[config.mk]
export PLATFORM = sky130hd
export DESIGN_NAME = bfa_ctrl
export DESIGN_NICKNAME = d
export VERILOG_FILES = /design/src/bfa_pkg.sv /design/src/bfa_ctrl.sv
export SDC_FILE = /design/constraint.sdc
export NUM_CORES = 1
export LEC_CHECK = 0
export BUFFER_PORTS_ARGS = -buffer_cell sky130_fd_sc_hd__buf_2
export CORE_AREA = 2 2 167 169
export CTS_CLUSTER_SIZE = 8
export DETAILED_ROUTE_END_ITERATION = 8
export DIE_AREA = 0 0 169 171
export PLACE_DENSITY = 0.91
export SETUP_SLACK_MARGIN = 0.5
export SLEW_MARGIN = 20
export SYNTH_ARGS = -nofsm -noshare
export SYNTH_HDL_FRONTEND = slang
export SYNTH_SLANG_ARGS = --single-unit
[constraint.sdc]
create_clock -name clk -period 27.5 [get_ports clk]
set_input_delay 6.875 -clock clk [delete_from_list [all_inputs] [get_ports clk]]
set_output_delay 6.875 -clock clk [all_outputs]
set_load 0.01 [all_outputs]
[src/bfa_pkg.sv]
`timescale 1ns / 1ps
// ----------------------------------------------------------------------------
// bfa_pkg: shared definitions for the bitmap frame allocator
// Field widths, request codes, map word geometry and the bit search helper.
// ----------------------------------------------------------------------------
package bfa_pkg;

  // Field widths
  localparam int FRAME_W = 16;
  localparam int COUNT_W = 17;
  localparam int MODE_W  = 2;

  // Frame index space and default map size
  localparam int INDEX_LIMIT    = 65536;
  localparam int MAX_FRAMES_DEF = 65536;

  // Map is stored as words of 64 frame bits
  localparam int WORD_BITS = 64;
  localparam int BIT_W     = 6;

  localparam logic [WORD_BITS-1:0] WORD_ALL_USED = {WORD_BITS{1'b1}};
  localparam logic [COUNT_W-1:0]   COUNT_MAX     = {COUNT_W{1'b1}};
  localparam logic [COUNT_W-1:0]   SPAN_RESET    = COUNT_W'(INDEX_LIMIT);

  // Request modes
  localparam logic [MODE_W-1:0] MODE_ALLOC   = 2'd0;
  localparam logic [MODE_W-1:0] MODE_FREE    = 2'd1;
  localparam logic [MODE_W-1:0] MODE_ADD     = 2'd2;
  localparam logic [MODE_W-1:0] MODE_RESERVE = 2'd3;

  // Position of the lowest set bit (0 when none is set)
  function automatic logic [BIT_W-1:0] first_set(input logic [WORD_BITS-1:0] v);
    logic [BIT_W-1:0] pos;
    pos = '0;
    for (int i = WORD_BITS - 1; i >= 0; i--) begin
      if (v[i]) begin
        pos = BIT_W'(i);
      end
    end
    return pos;
  endfunction

endpackage

[src/bfa_ctrl.sv]
`timescale 1ns / 1ps
// ----------------------------------------------------------------------------
// bfa_ctrl: allocator sequencer
// Clears the map after reset, runs read-modify-write for single-frame
// requests and a pipelined word scan for allocation; keeps counts and hint.
// ----------------------------------------------------------------------------
module bfa_ctrl #(
  parameter int MAX_FRAMES = bfa_pkg::MAX_FRAMES_DEF,
  parameter int ADDR_W     = 10
) (
  input  logic                         clk,
  input  logic                         rst,
  input  logic                         start,
  output logic                         busy,
  input  logic [bfa_pkg::MODE_W-1:0]   mode,
  input  logic [bfa_pkg::FRAME_W-1:0]  frame_index,
  input  logic [bfa_pkg::COUNT_W-1:0]  span,
  output logic                         mem_we,
  output logic [ADDR_W-1:0]            mem_waddr,
  output logic [bfa_pkg::WORD_BITS-1:0] mem_wdata,
  output logic                         mem_re,
  output logic [ADDR_W-1:0]            mem_raddr,
  input  logic [bfa_pkg::WORD_BITS-1:0] mem_rdata,
  output logic                         done,
  output logic                         ok,
  output logic [bfa_pkg::FRAME_W-1:0]  frame_out,
  output logic [bfa_pkg::COUNT_W-1:0]  usable_total,
  output logic [bfa_pkg::COUNT_W-1:0]  used_total,
  output logic [bfa_pkg::COUNT_W-1:0]  free_total
);
  import bfa_pkg::*;

  localparam int CAP   = (MAX_FRAMES < INDEX_LIMIT) ? MAX_FRAMES : INDEX_LIMIT;
  localparam int WORDS = (CAP + WORD_BITS - 1) / WORD_BITS;

  // State codes
  localparam logic [1:0] ST_CLEAR  = 2'd0;
  localparam logic [1:0] ST_IDLE   = 2'd1;
  localparam logic [1:0] ST_SINGLE = 2'd2;
  localparam logic [1:0] ST_SCAN   = 2'd3;

  logic [1:0]           state;
  logic [MODE_W-1:0]    req_mode;
  logic [FRAME_W-1:0]   req_idx;
  logic [COUNT_W-1:0]   free_count;
  logic [COUNT_W-1:0]   usable_count;
  logic [FRAME_W-1:0]   scan_hint;
  logic [ADDR_W-1:0]    clr_addr;

  // Scan bookkeeping
  logic                 pass1;
  logic [ADDR_W-1:0]    lo_word;
  logic [BIT_W-1:0]     lo_bit;
  logic [ADDR_W-1:0]    last_word;
  logic [BIT_W-1:0]     last_bit;
  logic [ADDR_W-1:0]    raddr;
  logic                 rd_more;
  logic                 pend;
  logic [ADDR_W-1:0]    paddr;

  // Pass bounds
  logic                 p0_empty;
  logic                 p1_empty;
  logic [COUNT_W-1:0]   span_m1;
  logic [COUNT_W-1:0]   p1_hi;
  logic [COUNT_W-1:0]   p1_hi_m1;
  logic                 idx_in_span;

  // Word evaluation
  logic [WORD_BITS-1:0] mask_lo;
  logic [WORD_BITS-1:0] mask_hi;
  logic [WORD_BITS-1:0] cand;
  logic                 hit;
  logic [BIT_W-1:0]     hit_bit;
  logic [FRAME_W-1:0]   hit_frame;
  logic [WORD_BITS-1:0] req_onehot;
  logic                 bit_used;
  logic                 do_release;
  logic                 do_reserve;

  // Bounds of the two scan passes
  always_comb begin
    span_m1     = span - COUNT_W'(1);
    p0_empty    = {1'b0, scan_hint} >= span;
    p1_hi       = ({1'b0, scan_hint} < span) ? {1'b0, scan_hint} : span;
    p1_hi_m1    = p1_hi - COUNT_W'(1);
    p1_empty    = (p1_hi == '0);
    idx_in_span = {1'b0, frame_index} < span;
  end

  // Candidate free bits of the word now returned by the map
  always_comb begin
    mask_lo   = (paddr == lo_word) ? (WORD_ALL_USED << lo_bit) : WORD_ALL_USED;
    mask_hi   = (paddr == last_word) ?
                (WORD_ALL_USED >> (BIT_W'(WORD_BITS - 1) - last_bit)) : WORD_ALL_USED;
    cand      = ~mem_rdata & mask_lo & mask_hi;
    hit       = pend && (cand != '0);
    hit_bit   = first_set(cand);
    hit_frame = FRAME_W'({paddr, hit_bit});
  end

  // Single-frame modify
  always_comb begin
    req_onehot = WORD_BITS'(1) << req_idx[BIT_W-1:0];
    bit_used   = mem_rdata[req_idx[BIT_W-1:0]];
    do_release = ((req_mode == MODE_FREE) || (req_mode == MODE_ADD)) && bit_used;
    do_reserve = (req_mode == MODE_RESERVE) && !bit_used;
  end

  // Map port steering
  always_comb begin
    mem_re    = 1'b0;
    mem_raddr = raddr;
    mem_we    = 1'b0;
    mem_waddr = paddr;
    mem_wdata = mem_rdata | (WORD_BITS'(1) << hit_bit);
    unique case (state)
      ST_CLEAR: begin
        mem_we    = 1'b1;
        mem_waddr = clr_addr;
        mem_wdata = WORD_ALL_USED;
      end
      ST_IDLE: begin
        mem_raddr = frame_index[BIT_W +: ADDR_W];
        mem_re    = start && (mode != MODE_ALLOC) && idx_in_span;
      end
      ST_SINGLE: begin
        mem_waddr = req_idx[BIT_W +: ADDR_W];
        mem_we    = do_release || do_reserve;
        mem_wdata = do_release ? (mem_rdata & ~req_onehot) : (mem_rdata | req_onehot);
      end
      ST_SCAN: begin
        mem_re = rd_more;
        mem_we = hit;
      end
      default: begin
        mem_re = 1'b0;
      end
    endcase
  end

  // Sequencer
  always_ff @(posedge clk) begin
    if (rst) begin
      state        <= ST_CLEAR;
      clr_addr     <= '0;
      free_count   <= '0;
      usable_count <= '0;
      scan_hint    <= '0;
      done         <= 1'b0;
      rd_more      <= 1'b0;
      pend         <= 1'b0;
    end else begin
      done <= 1'b0;
      unique case (state)
        // Mark every frame used, one word a cycle
        ST_CLEAR: begin
          clr_addr <= clr_addr + ADDR_W'(1);
          if (clr_addr == ADDR_W'(WORDS - 1)) begin
            state <= ST_IDLE;
          end
        end

        ST_IDLE: begin
          if (start) begin
            req_mode  <= mode;
            req_idx   <= frame_index;
            frame_out <= '0;
            ok        <= 1'b0;
            if (mode == MODE_ALLOC) begin
              if (free_count == '0) begin
                done <= 1'b1;
              end else if (!p0_empty) begin
                state     <= ST_SCAN;
                pass1     <= 1'b0;
                lo_word   <= scan_hint[BIT_W +: ADDR_W];
                lo_bit    <= scan_hint[BIT_W-1:0];
                last_word <= span_m1[BIT_W +: ADDR_W];
                last_bit  <= span_m1[BIT_W-1:0];
                raddr     <= scan_hint[BIT_W +: ADDR_W];
                rd_more   <= 1'b1;
                pend      <= 1'b0;
              end else if (!p1_empty) begin
                state     <= ST_SCAN;
                pass1     <= 1'b1;
                lo_word   <= '0;
                lo_bit    <= '0;
                last_word <= p1_hi_m1[BIT_W +: ADDR_W];
                last_bit  <= p1_hi_m1[BIT_W-1:0];
                raddr     <= '0;
                rd_more   <= 1'b1;
                pend      <= 1'b0;
              end else begin
                done <= 1'b1;
              end
            end else if (idx_in_span) begin
              state <= ST_SINGLE;
            end else begin
              done <= 1'b1;
            end
          end
        end

        // Map word has arrived: update and report
        ST_SINGLE: begin
          if (do_release) begin
            free_count <= (free_count == COUNT_MAX) ? free_count : free_count + COUNT_W'(1);
            if (req_mode == MODE_ADD) begin
              usable_count <= (usable_count == COUNT_MAX) ? usable_count :
                              usable_count + COUNT_W'(1);
            end
            if (req_idx < scan_hint) begin
              scan_hint <= req_idx;
            end
          end
          if (do_reserve && (free_count != '0)) begin
            free_count <= free_count - COUNT_W'(1);
          end
          ok    <= do_release || do_reserve;
          done  <= 1'b1;
          state <= ST_IDLE;
        end

        // One word read and one word checked per cycle
        ST_SCAN: begin
          if (rd_more) begin
            paddr <= raddr;
            pend  <= 1'b1;
            if (raddr == last_word) begin
              rd_more <= 1'b0;
            end else begin
              raddr <= raddr + ADDR_W'(1);
            end
          end else begin
            pend <= 1'b0;
          end
          if (hit) begin
            free_count <= free_count - COUNT_W'(1);
            scan_hint  <= hit_frame + FRAME_W'(1);
            frame_out  <= hit_frame;
            ok         <= 1'b1;
            done       <= 1'b1;
            rd_more    <= 1'b0;
            pend       <= 1'b0;
            state      <= ST_IDLE;
          end else if (pend && (paddr == last_word)) begin
            if (!pass1 && !p1_empty) begin
              // wrap to the frames below the hint
              pass1     <= 1'b1;
              lo_word   <= '0;
              lo_bit    <= '0;
              last_word <= p1_hi_m1[BIT_W +: ADDR_W];
              last_bit  <= p1_hi_m1[BIT_W-1:0];
              raddr     <= '0;
              rd_more   <= 1'b1;
              pend      <= 1'b0;
            end else begin
              done  <= 1'b1;
              pend  <= 1'b0;
              state <= ST_IDLE;
            end
          end
        end

        default: begin
          state <= ST_IDLE;
        end
      endcase
    end
  end

  assign busy         = (state != ST_IDLE);
  assign usable_total = usable_count;
  assign free_total   = free_count;
  assign used_total   = (usable_count > free_count) ? (usable_count - free_count) : '0;

endmodule

Yosys cells after proc, flatten, opt, wreduce, memory -nomap -nowiden
Index checks and enable logic that the tools add are counted.
{ "totals": {"reg_bits": 153, "out_inout_bits": 156} }
{ "classes": {"n_addsub": 10, "magnitude_cmp": 6, "n_eq_ne": 31, "shifts": 4, "n_mux": 182, "bitwise": 9, "n_reduce_logical": 34} }
{ "op_table": {"columns": ["cell", "count"], "rows": [
  ["$mux 6", 80],
  ["$mux 10", 22],
  ["$and 64x64->64", 3],
  ["$mux 64", 3],
  ["$not 64->64", 2],
  ["$or 64x64->64", 2],
  ["$pmux 64 s2", 1],
  ["$shl 1x6->64 const A", 2],
  ["$mux 17", 6],
  ["$mux 16", 5],
  ["$pmux 10 s2", 4],
  ["$pmux 16 s2", 2],
  ["$reduce_bool 64->1", 1],
  ["$shl 64x6->64 const A", 1],
  ["$shr 64x6->64 const A", 1],
  ["$mux 1", 37],
  ["$add 17x1->17 const B", 2],
  ["$eq 17x17->1 const B", 2],
  ["$logic_not 17->1", 2],
  ["$lt 16x17->1", 2],
  ["$pmux 17 s2", 1],
  ["$sub 16x1->16 const B", 2],
  ["$eq 10x10->1", 3],
  ["$pmux 6 s2", 2],
  ["35 further kinds", 88]
]} }

Logic depth before layout (Yosys ltp)
{ "logic_depth": {"word_depth": 71, "ltp_mapped": 23, "ltp_nobuf": 22} }

Worst setup path before layout
OpenSTA, ideal clock, no wires.
{ "synth_path": {"path_kind": "input -> output", "from": "in mem_rdata[25] in the netlist's numbering", "to": "out mem_wdata[58] in the netlist's numbering", "arrival_ns": 9.510, "t_required_ns": 20.625, "path_slack_ns": 11.115, "cell_stages": 13, "n_path_buf": 2, "cell_sequence": "or4_1 -> and2_1 -> a211o_1 -> nand4b_1 -> o21ai_1 -> a211o_1 -> inv_1 -> ha_1 -> clkbuf_1 -> and2_1 -> buf_2 -> a311oi_1 -> a21oi_1"} }
{ "synth_between": {"elab_chain_cells": 32, "word_cells_on_any_way": 36, "classes_between": "shift: 1; mux: 30; bitwise: 4; reduce/logical: 1"} }
{ "synth_lines": {"columns": ["element", "line", "rtl"], "rows": [
  ["from (decl)", "bfa_ctrl.sv:23", "input logic [bfa_pkg::WORD_BITS-1:0] mem_rdata,"],
  ["$not 64->64", "bfa_ctrl.sv:96", "cand = ~mem_rdata & mask_lo & mask_hi;"],
  ["$and 64x64->64 (2 in series)", "bfa_ctrl.sv:96", null],
  ["$mux 6 (26 in series)", "bfa_pkg.sv:36", "if (v[i]) begin"],
  ["via hit_bit[1]", "bfa_ctrl.sv:74", "logic [BIT_W-1:0] hit_bit;"],
  ["$shl 1x6->64", "bfa_ctrl.sv:116", "mem_wdata = mem_rdata | (WORD_BITS'(1) << hit_bit);"],
  ["$or 64x64->64", "bfa_ctrl.sv:116", null],
  ["$pmux 64 s2", "bfa_ctrl.sv:117", "unique case (state)"],
  ["to (decl)", "bfa_ctrl.sv:20", "output logic [bfa_pkg::WORD_BITS-1:0] mem_wdata,"]
]} }
The timed path passes the listed nets, and every way through them passes these cells. The select of a mux whose other input is x is not followed.

Final worst setup path
{ "layout_path": {"from": "in mem_rdata[16] in the netlist's numbering", "to": "out mem_wdata[45] in the netlist's numbering"} }
{ "layout_between": {"elab_chain_cells": 23, "word_cells_on_any_way": 27, "classes_between": "shift: 1; mux: 21; bitwise: 4; reduce/logical: 1"} }
{ "layout_lines": {"columns": ["element", "line"], "rows": [
  ["$not 64->64", "bfa_ctrl.sv:96"],
  ["$and 64x64->64 (2 in series)", "bfa_ctrl.sv:96"],
  ["$mux 6 (17 in series)", "bfa_pkg.sv:36"],
  ["$shl 1x6->64", "bfa_ctrl.sv:116"],
  ["$or 64x64->64", "bfa_ctrl.sv:116"],
  ["$pmux 64 s2 *", "bfa_ctrl.sv:117"]
]} }
Every way passes the cells marked *; elsewhere a longest branch is shown, timed or not. The select of a mux whose other input is x is not followed.

==> impl_results.md <==
- Initial Util: 59.0%
- Post-Route Skew: 0.0121 ns
- DRT iter0 DRCs: 3270
- Average vias per placed instance: 7.42
- Crit-path max cell delay: 0.88 ns
- Least-Margin Pin Slew: 1.09 ns
- Core area: 27300 um^2
- Status: finished, final reports clean
- Cell repeated most along the worst path: buf_2
- FF+latch count, synth: 153
- Worst R2R Path Depth: 12
- XOR/XNOR Fraction of Synth Area: 6.87%
- GRT met2 Usage: 74.2%
- Post-Layout Cell Count: 2545
- Fin worst setup slack: 9.81 ns
- Layout cells sized above 1: 19.2%
- Slew HR: 26.9%
- Top FF cell, synth: edfxtp_1
- Largest family of logic cells by synthesized area: simple AND/OR/NAND/NOR gates
- CTS tree: yes
- Via count: 18882
- RD Place Congestion: 1.15
- Post-route DRC: 0
- DP HPWL: 54200 um
- Clk_lat worst skew: 0.44 ns
- Leak pwr: 0.00682 uW
- CTS max path bufs: 2
- Async S/R FF share, synth: 0%
- DR WL/cell: 28.4 um
- Root buf cell: clkbuf_16
- Congestion Overflow GR: 0
- EDFF count, synth: 88
- Startpoint types: primary input
- Post-route antenna net violation count: 0
- I/O Buffers: 257
- Post-synthesis adder-cell area fraction: 6.33%
- Warnings, synthesis: 0
- CTS Buf Count: 17
- Tot GR Track Use: 48.3%
- Slew Limit Fails: 0
- Die Ht: 171 um
- Post-CTS Repair Setup Buffers: 0
- H-tree levels: 4
- Final Net Count: 2365
- PwrDens: 29.9 nW/um^2
- Yosys cell types: 93
- First-pass GRT wire length: 105000 um
- Met3 Track Usage GR: 12.1%
- Placed cells: 2509
- Min-delay worst type: register to register
- Syn Area/Cell: 8.01 um^2
- Initial antenna violation count: 3
- Routed WL: 72200 um
- DP Worst Slack: 10.03 ns
- CTS sink cnt: 153
- Vias in the first global route: 17157
- RSZ-0062 raised after global routing: false
- Largest net degree at the start of global routing: 69
- Register clock-pin slew on the reported worst setup and hold paths: 0.07 ns
- Die area: 28900 um^2
- Commonest non-fill, non-tap cells in the layout: 257 x buf_2, 229 x nand2_1, 173 x nor2_1, 140 x a21oi_1, 90 x inv_1
- Max Freq: 0.0565 GHz
- Final setup fails: 0
- Row count: 61
- DRT Pass-1 Iters: 9
- Critical Path RT: 20.62 ns
- Crit Path Max Fanout: 19
- Final Cycle Share: 64.3%
- Compound-Gate Fraction of Synth Area: 24.1%
- Syn-to-layout area delta: 12.1%
- Seq/Total Area, Yosys: 24.4%
- Post-Syn Instances: 2014
- Commonest non-fill, non-tap cell in the layout: buf_2
- Number of fill cells: 2226
- Crit-path cells: buf_2 > a211oi_1 > or4_1 > nor2_2 > o211ai_1 > a31oi_4 > nor2b_1 > a311oi_1 > a21oi_1 > buf_2
- Post-Synth Simple-Gate Area: 25.3%
- Maximum VDD drop: 43.0 uV
- Die X: 169 um
- GR Layer Usage met1: 58.2%
- Min Tclk post-route: 17.69 ns
- GRT Max-Usage Layer: met2
- Multiplexer share of the synthesized area: 6.99%
- Final setup TNS: 0 ns
- CP max-delay cell: nor2b_1
- Max-cap violations: 0
- Mapped Area: 16100 um^2
- Hold buffer count at CTS: 0
- Final Hold Vio Count: 0
- Min-Delay Path Depth: 2
- Post-synthesis net count: 2197
- Post-CTS Resized: 0
- Arrival @ worst endpoint: 10.81 ns
- Worst setup path category: primary input to primary output
- # IOs: 258
- Crit. End Element: primary output
-- where the power goes --
group | switching (uW) | internal (uW) | leakage, uW
clock network | 110 | 122 | 0.000282
logic | 45.0 | 22.6 | 0.00523
registers | 0.541 | 241 | 0.00131
total | 155 | 385 | 0.00682
-- through the flow --
stage | instance area [um^2] | hold WS, ns | power (uW) | utilization, %
floorplan | 16100 | 0.424 | 279 | -
global placement | 17500 | 0.487 | 309 | 64.0
detailed placement | 17500 | 0.495 | 309 | 64.0
CTS | 18100 | 0.516 | 535 | 66.1
global route | 18100 | 0.551 | 550 | 66.2
finish | 18100 | 0.518 | 540 | 66.2
-- kinds of logic after synthesis --
group | Yosys count
fa+ha+maj | 81
mux | 85
buf+inv | 227
simple gates | 800
xor+xnor | 106
compound gates | 562
flops | 153
-- synth_stat cells (53+ instances only) --
cell type,instances,area [um^2]
a21oi_1,140,701
mux2i_1,53,531
nand3_1,71,355
nand2_1,229,860
nor2_1,175,657
ha_1,80,1000
dfxtp_1,65,1300
clkbuf_1,90,338
nor3_1,64,320
edfxtp_1,88,2640
inv_1,90,338
o21ai_0,83,415
-- layer usage --
metal	share of wire [%]	wire [um]	vias to the layer above
li1	-	-	7925
met1	34	24800	8653
met2	42	30600	1841
met3	14	9990	463
met4	9.5	6870	0
met5	0	0	-
-- critical path, delay by kind of cell --
kind	cells	cell delay (ns)
AO/OA/AOI/OAI	5	1.61
AND/OR/NAND/NOR	3	1.90
buffers and inverters	2	0.41
-- state kept, by name (all words and copies together), names as in the netlist, 2 cells and up --
signal	count
usable_total	17
frame_out	16
lo_word	10
last_word	10
last_bit	6
state	2
scan_hint	16
clr_addr	10
lo_bit	6
free_total	17
req_mode	2
req_idx	16
raddr	10
paddr	10
-- cell type report --
class                           count  area, um^2  share of cell area (%)
Antenna cell                        4        10.0                  0.0553
Clock buffer                       18         439                    2.43
Clock inverter                     14         128                   0.705
Inverter                           92         345                    1.91
Multi-Input combinational cell   1634       11300                    62.5
Sequential cell                   153        3950                    21.8
Tap cell                          346         433                    2.39
Timing Repair Buffer              284        1490                    8.23
-- worst paths after layout --
check / to / slack (ns) / from
setup / recovery: mem_wdata[45] / 9.81 / mem_rdata[16]
hold reg to reg: usable_total[5] / 0.52 / usable_total[5]
setup reg to reg: scan_hint[14] / 21.27 / paddr[6]
hold / removal: usable_total[5] / 0.52 / usable_total[5]
No activity file was read; power rests on OpenSTA's default activity.
